$ cat src/hw/rtl/ceiling_priority_mutex_macros.svh
// Assertion macros used by the mutex RTL.
// Each macro takes a label, an antecedent and a consequent, and samples on
// clk with the synchronous reset rst disabling the check.
`ifndef CEILING_PRIORITY_MUTEX_MACROS_SVH
`define CEILING_PRIORITY_MUTEX_MACROS_SVH

// Same-cycle implication.
`define CPM_ASSERT_NOW(label, ante, cons) \
  label: assert property (@(posedge clk) disable iff (rst) (ante) |-> (cons)) \
    else $error("cpm: same-cycle check failed");

// Next-cycle implication.
`define CPM_ASSERT_NEXT(label, ante, cons) \
  label: assert property (@(posedge clk) disable iff (rst) (ante) |=> (cons)) \
    else $error("cpm: next-cycle check failed");

`endif

$ cat src/hw/rtl/cpm_pkg.sv
`timescale 1ns / 1ps
// ----------------------------------------------------------------------------
// cpm_pkg
// Types and constants of the priority ceiling mutex.
// ----------------------------------------------------------------------------
package cpm_pkg;

  localparam int MAX_TASKS   = 16;
  localparam int PRIO_LEVELS = 16;
  localparam int ID_W        = 4;
  localparam int PRIO_W      = 4;
  localparam int PTR_W       = $clog2(MAX_TASKS);
  localparam int CNT_W       = $clog2(MAX_TASKS + 1);

  localparam logic [PRIO_W-1:0] PRIO_RESET = PRIO_W'(PRIO_LEVELS - 1);

  typedef enum logic {
    OP_LOCK   = 1'b0,
    OP_UNLOCK = 1'b1
  } op_t;

  typedef enum logic [2:0] {
    ACT_GRANTED  = 3'd0,
    ACT_QUEUED   = 3'd1,
    ACT_OWNER    = 3'd2,
    ACT_RELEASED = 3'd3,
    ACT_HANDOFF  = 3'd4,
    ACT_OVERFLOW = 3'd5
  } action_t;

  typedef enum logic {
    ST_IDLE = 1'b0,
    ST_EXEC = 1'b1
  } state_t;

  typedef struct packed {
    op_t               op;
    logic [ID_W-1:0]   task_id;
    logic [PRIO_W-1:0] task_prio;
  } req_t;

  typedef struct packed {
    action_t           action;
    logic [ID_W-1:0]   owner_task;
    logic [PRIO_W-1:0] owner_prio;
    logic [ID_W-1:0]   restored_task;
    logic [PRIO_W-1:0] restored_prio;
    logic              locked;
    logic [CNT_W-1:0]  waiters;
  } rsp_t;

  typedef struct packed {
    logic [ID_W-1:0]   id;
    logic [PRIO_W-1:0] prio;
  } waiter_t;

endpackage

$ cat src/hw/rtl/ceiling_priority_mutex.sv
// A request accepted at a clock edge is captured in req_q, and its result is loaded
// when the execute cycle completes. A new request is not taken until the last one is
// through, since each request reads the queue head before it updates state.
// Reset (rst, synchronous, active high) frees the mutex, empties the queue and
// sets the ceiling to 0; the waiter memory is not cleared and needs no sweep.
`timescale 1ns / 1ps
// ----------------------------------------------------------------------------
// ceiling_priority_mutex
// Hardware mutex under the immediate priority ceiling rule, with a FIFO of
// waiting tasks kept in a synchronous memory.
// ----------------------------------------------------------------------------
module ceiling_priority_mutex
  import cpm_pkg::*;
(
  input  logic        clk,
  input  logic        rst,
  // Request channel.
  input  logic        req_valid,
  output logic        req_stall,
  input  req_t        req,
  // Result channel.
  output logic        rsp_valid,
  input  logic        rsp_stall,
  output rsp_t        rsp,
  // Ceiling register write channel.
  input  logic        cfg_valid,
  output logic        cfg_ready,
  input  logic [PRIO_W-1:0] cfg_data
);

  // Control state. The mutex owner, its saved priority and the queue
  // pointers live in flops; the waiters themselves live in the memory.
  state_t            state, state_next;
  logic [PRIO_W-1:0] ceiling;
  logic              held;
  logic [ID_W-1:0]   owner;
  logic [PRIO_W-1:0] saved_prio;
  logic [PTR_W-1:0]  head_ptr;
  logic [PTR_W-1:0]  tail_ptr;
  logic [CNT_W-1:0]  wait_count;

  // Request captured at the transfer, used in the execute cycle.
  req_t              req_q;

  // Waiter memory: one write port at the tail, one registered read port at
  // the head.
  waiter_t           wait_mem [MAX_TASKS];
  waiter_t           head_rd;
  logic              mem_rd_en;
  logic              mem_wr_en;
  waiter_t           mem_wr_data;

  // Execute-cycle results.
  logic              held_next;
  logic [ID_W-1:0]   owner_next;
  logic [PRIO_W-1:0] saved_prio_next;
  logic [PTR_W-1:0]  head_ptr_next;
  logic [PTR_W-1:0]  tail_ptr_next;
  logic [CNT_W-1:0]  wait_count_next;
  rsp_t              rsp_next;
  logic              out_free;
  logic              exec_fire;
  logic              req_xfer;

  // The ceiling register takes a write in any cycle; the user must write it
  // only while the block is idle, which the block itself does not enforce.
  assign cfg_ready = 1'b1;

  always_ff @(posedge clk) begin
    if (rst) begin
      ceiling <= '0;
    end else if (cfg_valid && cfg_ready) begin
      ceiling <= cfg_data;
    end
  end

  // A request is taken only in IDLE, so the head read and the update of the
  // execute cycle never overlap with the next request. The result register
  // lets one request be taken while the consumer stalls; its execute cycle waits.
  assign req_stall = (state != ST_IDLE);
  assign req_xfer  = req_valid && !req_stall;
  assign out_free  = !rsp_valid || !rsp_stall;
  assign exec_fire = (state == ST_EXEC) && out_free;
  assign mem_rd_en = req_xfer;

  always_ff @(posedge clk) begin
    if (rst) begin
      state <= ST_IDLE;
    end else begin
      state <= state_next;
    end
  end

  always_comb begin
    state_next = state;
    case (state)
      ST_IDLE: begin
        if (req_xfer) begin
          state_next = ST_EXEC;
        end
      end
      ST_EXEC: begin
        if (out_free) begin
          state_next = ST_IDLE;
        end
      end
      default: begin
        state_next = ST_IDLE;
      end
    endcase
  end

  always_ff @(posedge clk) begin
    if (req_xfer) begin
      req_q <= req;
    end
  end

  // Memory ports. The read of the head is issued at the transfer and its
  // data stays in head_rd until the next transfer.
  always_ff @(posedge clk) begin
    if (mem_wr_en) begin
      wait_mem[tail_ptr] <= mem_wr_data;
    end
  end

  always_ff @(posedge clk) begin
    if (mem_rd_en) begin
      head_rd <= wait_mem[head_ptr];
    end
  end

  // Execute: decide the action, update owner and queue, build the result.
  always_comb begin
    held_next       = held;
    owner_next      = owner;
    saved_prio_next = saved_prio;
    head_ptr_next   = head_ptr;
    tail_ptr_next   = tail_ptr;
    wait_count_next = wait_count;
    mem_wr_en       = 1'b0;
    mem_wr_data     = '{id: req_q.task_id, prio: req_q.task_prio};
    rsp_next        = '0;

    if (req_q.op == OP_LOCK) begin
      if (!held) begin
        // Free mutex: grant it and remember the caller's own priority.
        held_next       = 1'b1;
        owner_next      = req_q.task_id;
        saved_prio_next = req_q.task_prio;
        rsp_next.action = ACT_GRANTED;
      end else if (req_q.task_id == owner) begin
        rsp_next.action = ACT_OWNER;
      end else if (wait_count == CNT_W'(MAX_TASKS)) begin
        rsp_next.action = ACT_OVERFLOW;
      end else begin
        // Join the tail; the priority is sampled now, not at hand-off.
        mem_wr_en       = exec_fire;
        tail_ptr_next   = (tail_ptr == PTR_W'(MAX_TASKS - 1)) ? '0 : tail_ptr + 1'b1;
        wait_count_next = wait_count + 1'b1;
        rsp_next.action = ACT_QUEUED;
      end
    end else begin
      // Any task may release; the request's id and priority play no part.
      rsp_next.action = ACT_RELEASED;
      if (held) begin
        rsp_next.restored_task = owner;
        rsp_next.restored_prio = saved_prio;
        held_next              = 1'b0;
        owner_next             = '0;
      end
      if (wait_count != '0) begin
        // Hand off to the head waiter read at the transfer.
        owner_next      = head_rd.id;
        saved_prio_next = head_rd.prio;
        head_ptr_next   = (head_ptr == PTR_W'(MAX_TASKS - 1)) ? '0 : head_ptr + 1'b1;
        wait_count_next = wait_count - 1'b1;
        held_next       = 1'b1;
        rsp_next.action = ACT_HANDOFF;
      end
    end

    rsp_next.locked  = held_next;
    rsp_next.waiters = wait_count_next;
    if (held_next) begin
      rsp_next.owner_task = owner_next;
      rsp_next.owner_prio = (saved_prio_next > ceiling) ? ceiling : saved_prio_next;
    end
  end

  always_ff @(posedge clk) begin
    if (rst) begin
      held       <= 1'b0;
      owner      <= '0;
      saved_prio <= PRIO_RESET;
      head_ptr   <= '0;
      tail_ptr   <= '0;
      wait_count <= '0;
    end else if (exec_fire) begin
      held       <= held_next;
      owner      <= owner_next;
      saved_prio <= saved_prio_next;
      head_ptr   <= head_ptr_next;
      tail_ptr   <= tail_ptr_next;
      wait_count <= wait_count_next;
    end
  end

  // Result register: loaded when the execute cycle completes, held while
  // the consumer stalls.
  always_ff @(posedge clk) begin
    if (rst) begin
      rsp_valid <= 1'b0;
    end else if (exec_fire) begin
      rsp_valid <= 1'b1;
    end else if (!rsp_stall) begin
      rsp_valid <= 1'b0;
    end
  end

  always_ff @(posedge clk) begin
    if (exec_fire) begin
      rsp <= rsp_next;
    end
  end

  // Checks on the block's own state.
  `include "ceiling_priority_mutex_macros.svh"

  // The queue never holds more than its depth.
  `CPM_ASSERT_NOW(a_count_bound, 1'b1, wait_count <= CNT_W'(MAX_TASKS))
  // Tasks wait only behind an owner.
  `CPM_ASSERT_NOW(a_free_means_empty, !held, wait_count == '0)
  // A transfer always leads into the execute cycle.
  `CPM_ASSERT_NEXT(a_xfer_to_exec, req_xfer, state == ST_EXEC)
  // A blocked execute cycle leaves the mutex state untouched.
  `CPM_ASSERT_NEXT(a_stall_holds, (state == ST_EXEC) && !out_free,
                   $stable(wait_count) && $stable(held) && $stable(owner))

endmodule

$ cat config.mk
export PLATFORM = sky130hd
export DESIGN_NAME = ceiling_priority_mutex
export DESIGN_NICKNAME = d
export VERILOG_FILES = /design/src/hw/rtl/cpm_pkg.sv /design/src/hw/rtl/ceiling_priority_mutex.sv
export VERILOG_INCLUDE_DIRS = /design/src /design/src/hw/rtl
export SDC_FILE = /design/constraint.sdc
export NUM_CORES = 1
export LEC_CHECK = 0
export BUFFER_PORTS_ARGS = -buffer_cell sky130_fd_sc_hd__buf_4
export CAP_MARGIN = 20
export CORE_MARGIN = 1
export CORE_UTILIZATION = 55
export CTS_CLUSTER_DIAMETER = 100
export DETAILED_ROUTE_END_ITERATION = 16
export PLACE_DENSITY_LB_ADDON = 0.12
export SLEW_MARGIN = 20
export SYNTH_ARGS = -nofsm -noshare
export SYNTH_HDL_FRONTEND = slang
export SYNTH_SLANG_ARGS = --single-unit
$ cat constraint.sdc
create_clock -name clk -period 3.2 [get_ports clk]
set_input_delay 0.16 -clock clk [delete_from_list [all_inputs] [get_ports clk]]
set_output_delay 0.16 -clock clk [all_outputs]
set_load 0.02 [all_outputs]
==> impl_metrics.csv <==
group,metric,value,unit
layout,final_cells,806,
placement,dpl_cell_area,8920,µm²
logic_synthesis,yosysUniqueCellTypes,56,
timing,clock.fmax,336,MHz
route,drtIter0Drc,471,
timing,maxSlewHeadroom,34.0,%
route,drc,0,
power,power_density,566,nW/µm²
placement,placed_cells,759,
cts,cts_buffer_depth,2,
route,drt_wl_total,17000,µm
layout,final_util,66.6,%
power,p_total,5500,µW
grt,grt_overflow_total,0,
layout,final_nets,639,
cts,post-cts-setup-buffers,0,
logic_synthesis,yosysWarnings,0,
logic_synthesis,netlist_area,8240,µm²
route,num_vias,4804,
run,maxCapViolCount,0,
timing,period_share,93.1,%
setup_path,endpoint_kind,"flip-flop",
setup_path,cp_max_fo,6,
floorplanning,die-width,124,µm
grt,grt_use_total,23.0,%
power,power_leakage,0.00337,µW
layout,area_growth,17.9,%
logic_synthesis,synthCells,526,
setup_path,max_stage_delay,350,ps
floorplanning,coreArea,14600,µm²
cts,cts_buffers,17,
cts,h-tree-depth,4,
floorplanning,start_util,56.5,%
route,wire_per_inst,21.0,µm
setup_path,worstPathCellList,"inv_1 -> ha_1 -> nor4b_2 -> a21oi_1 -> o221a_2 -> ha_1 -> nor2b_1 -> o211ai_1 -> a21oi_2 -> mux2i_1 -> nor2_1",
route,antenna_left,0,
floorplanning,row_count,44,
grt,grt_max_degree,24,
timing,post-route-min-period,2980,ps
logic_synthesis,syn_area_per_cell,15.7,µm²
grt,grt_pass1_vias,4729,
layout,n_antenna_cell,0,
logic_synthesis,synth_area_leaders,"edfxtp_1 (62%), mux4_2 (8.7%), dfxtp_1 (6.8%)",
hold_path,hold_path_class,"primary input to flip-flop",
floorplanning,fp.dieArea,15500,µm²
timing,hold_violations,0,
setup_path,cp.required,3380,ps
cts,clkLatencyLatePin,430,ps
cts,path_clk_slew,70,ps
route,dr.pass1.iters,5,
cts,cts_tree,"built",
timing,setup_viol,0,
grt,grt_pass1_wl,26300,µm
layout,stdcell_area,9710,µm²
cts,cts_sinks,198,
timing,skew,6.25,ps
setup_path,cp_top_family,"compound AO/OA/AOI/OAI gates",
logic_synthesis,dominantRegCellSynth,"edfxtp_1",
setup_path,cp_common_cell,"ha_1",
logic_synthesis,synth_seq_area_share,68.8,%
setup_path,critPathLaunchType,"flip-flop",
timing,worst_pin_slew,985,ps
floorplanning,die_h,124,µm
setup_path,critPathBufInv,1,
logic_synthesis,yosys_register_bits,198,
logic_synthesis,yosys.area.top_type,"edfxtp_1",
grt,antenna_found_initial,1,
logic_synthesis,async_flop_share,0,%
placement,gp_congestion,0.898,
setup_path,worstPathArrival,3150,ps
layout,final_layout_size_suffix_gt1_share,26.0,%
route,vias_per_cell,5.96,
logic_synthesis,syn-num-nets,556,
timing,slew_viol_final,0,
timing,fin_hold_ws,31.8,ps
placement,dp.final_hpwl,11500,µm
timing,rsz0062_at_grt,"false",
floorplanning,io_pins,46,
placement,io_buffers,44,
setup_path,cp_slowest_cell,"dfxtp_1",
power,peakVddDrop,0.572,mV
outcome,status,"finished, final reports clean",
logic_synthesis,synth_edf_count,170,
logic_synthesis,synth_top_area_share,62.0,%
setup_path,crit_type,"flip-flop to flip-flop",
cts,root_buffer,"clkbuf_16",
==> cell usage after synthesis, types with 2 or more instances <==
cell type	n
dfxtp_1	28
o21ai_0	8
mux4_2	32
buf_1	3
nand3_1	8
nor2_1	42
or3_1	5
a41oi_1	3
nand4_1	3
xnor2_1	6
buf_4	6
a31oi_1	6
and3_1	9
ha_1	12
o211ai_1	2
o221a_2	4
edfxtp_1	170
nor2b_1	14
xor2_1	4
o21ai_2	2
a211oi_1	12
nor3b_1	2
clkbuf_1	18
inv_1	9
mux2i_1	20
buf_2	3
o2bb2ai_1	3
a21oi_1	23
a22oi_1	3
nand2_1	29
nor3_1	8
nand2b_1	5
==> state kept, by name (all words and copies together) (netlist names) <==
signal / flops
wait_mem: 128
rsp: 25
head_rd: 8
mem_wr_data: 8
wait_count: 5
ceiling: 4
head_ptr: 4
owner: 4
saved_prio: 4
tail_ptr: 4
held: 1
req_q: 1
req_stall: 1
rsp_valid: 1
==> metrics by stage <==
step                      TNS [ps]  setup WS [ps]
final                            0            222
after CTS                        0            108
after global placement           0           72.4
after floorplan                  0            366
after detailed placement      -304           -110
after global routing             0           32.5
==> cell type report <==
class	instances	area [µm²]
timing repair buffer	95	751
multi-input combinational	286	2390
clock inverter	10	143
fill	991	4880
inverter	11	41.3
tap	184	230
clock buffer	22	484
sequential	198	5670
==> timing repair <==
action | CTS | global route
pin swaps | 0 | 0
hold buffers | 15 | 0
gates resized for setup | 1 | 1
setup endpoints to repair | 4 | 4
hold endpoints to repair | 15 | 0
==> worst paths after layout <==
kind	from	end	slack [ps]	cells after the start
max	wait_count[1]	rsp[16]	220	11
min	cfg_valid	ceiling[3]	30	3
max reg2reg	wait_count[1]	rsp[16]	220	11
min reg2reg	saved_prio[1]	saved_prio[1]	500	2
==> cell families (layout without fill, tap and decap cells) <==
kind of cell               after synthesis  count (layout)  share of synthesized area (%)
DFF                                    198             198                           68.8
buffers and inverters                   42             138                           2.32
AOI/OAI and AO/OA                       77              77                           6.62
muxes                                   52              52                           11.2
adders and majority gates               12              12                           1.82
other                                    1               1                         0.0455
and+or+nand+nor                        134             134                           8.17
xor gates and xnor gates                10              10                           1.06
==> layout by cell type (no fill, tap or decap), types with 3 or more instances in the layout <==
| cell | count |
|---|---|
| a211oi_1 | 12 |
| a21oi_1 | 22 |
| a22oi_1 | 3 |
| a31oi_1 | 6 |
| a41oi_1 | 3 |
| and3_1 | 9 |
| buf_4 | 80 |
| bufinv_16 | 3 |
| clkbuf_16 | 17 |
| clkbuf_8 | 4 |
| clkinv_4 | 3 |
| dfxtp_1 | 27 |
| dlygate4sd3_1 | 15 |
| edfxtp_1 | 170 |
| ha_1 | 12 |
| inv_1 | 9 |
| mux2i_1 | 20 |
| mux4_2 | 32 |
| nand2_1 | 29 |
| nand2b_1 | 5 |
| nand3_1 | 8 |
| nand4_1 | 3 |
| nor2_1 | 42 |
| nor2b_1 | 13 |
| nor3_1 | 8 |
| o21ai_0 | 8 |
| o221a_2 | 4 |
| o2bb2ai_1 | 3 |
| or3_1 | 5 |
| xnor2_1 | 6 |
| xor2_1 | 4 |
==> worst min-delay path, delay by kind of cell <==
kind                   cells  cell delay, ps
AND/OR/NAND/NOR            1              70
multiplexers               1              70
buffers and inverters      1             120
==> where the power goes <==
group,total [µW],switching (µW),internal (µW)
combinational,367,216,151
clock,2220,904,1320
sequential,2910,44.2,2860
==> layer usage <==
| metal | track usage [%] | up-vias | part of all wire (%) |
|---|---|---|---|
| li1 | - | 2203 | - |
| met1 | 31.2 | 2402 | 44 |
| met2 | 36.3 | 168 | 48 |
| met3 | 5.71 | 31 | 5.7 |
| met4 | 8.65 | 0 | 2.2 |
| met5 | 0 | - | 0 |
Note: power is estimated with default switching activity, not from simulation.
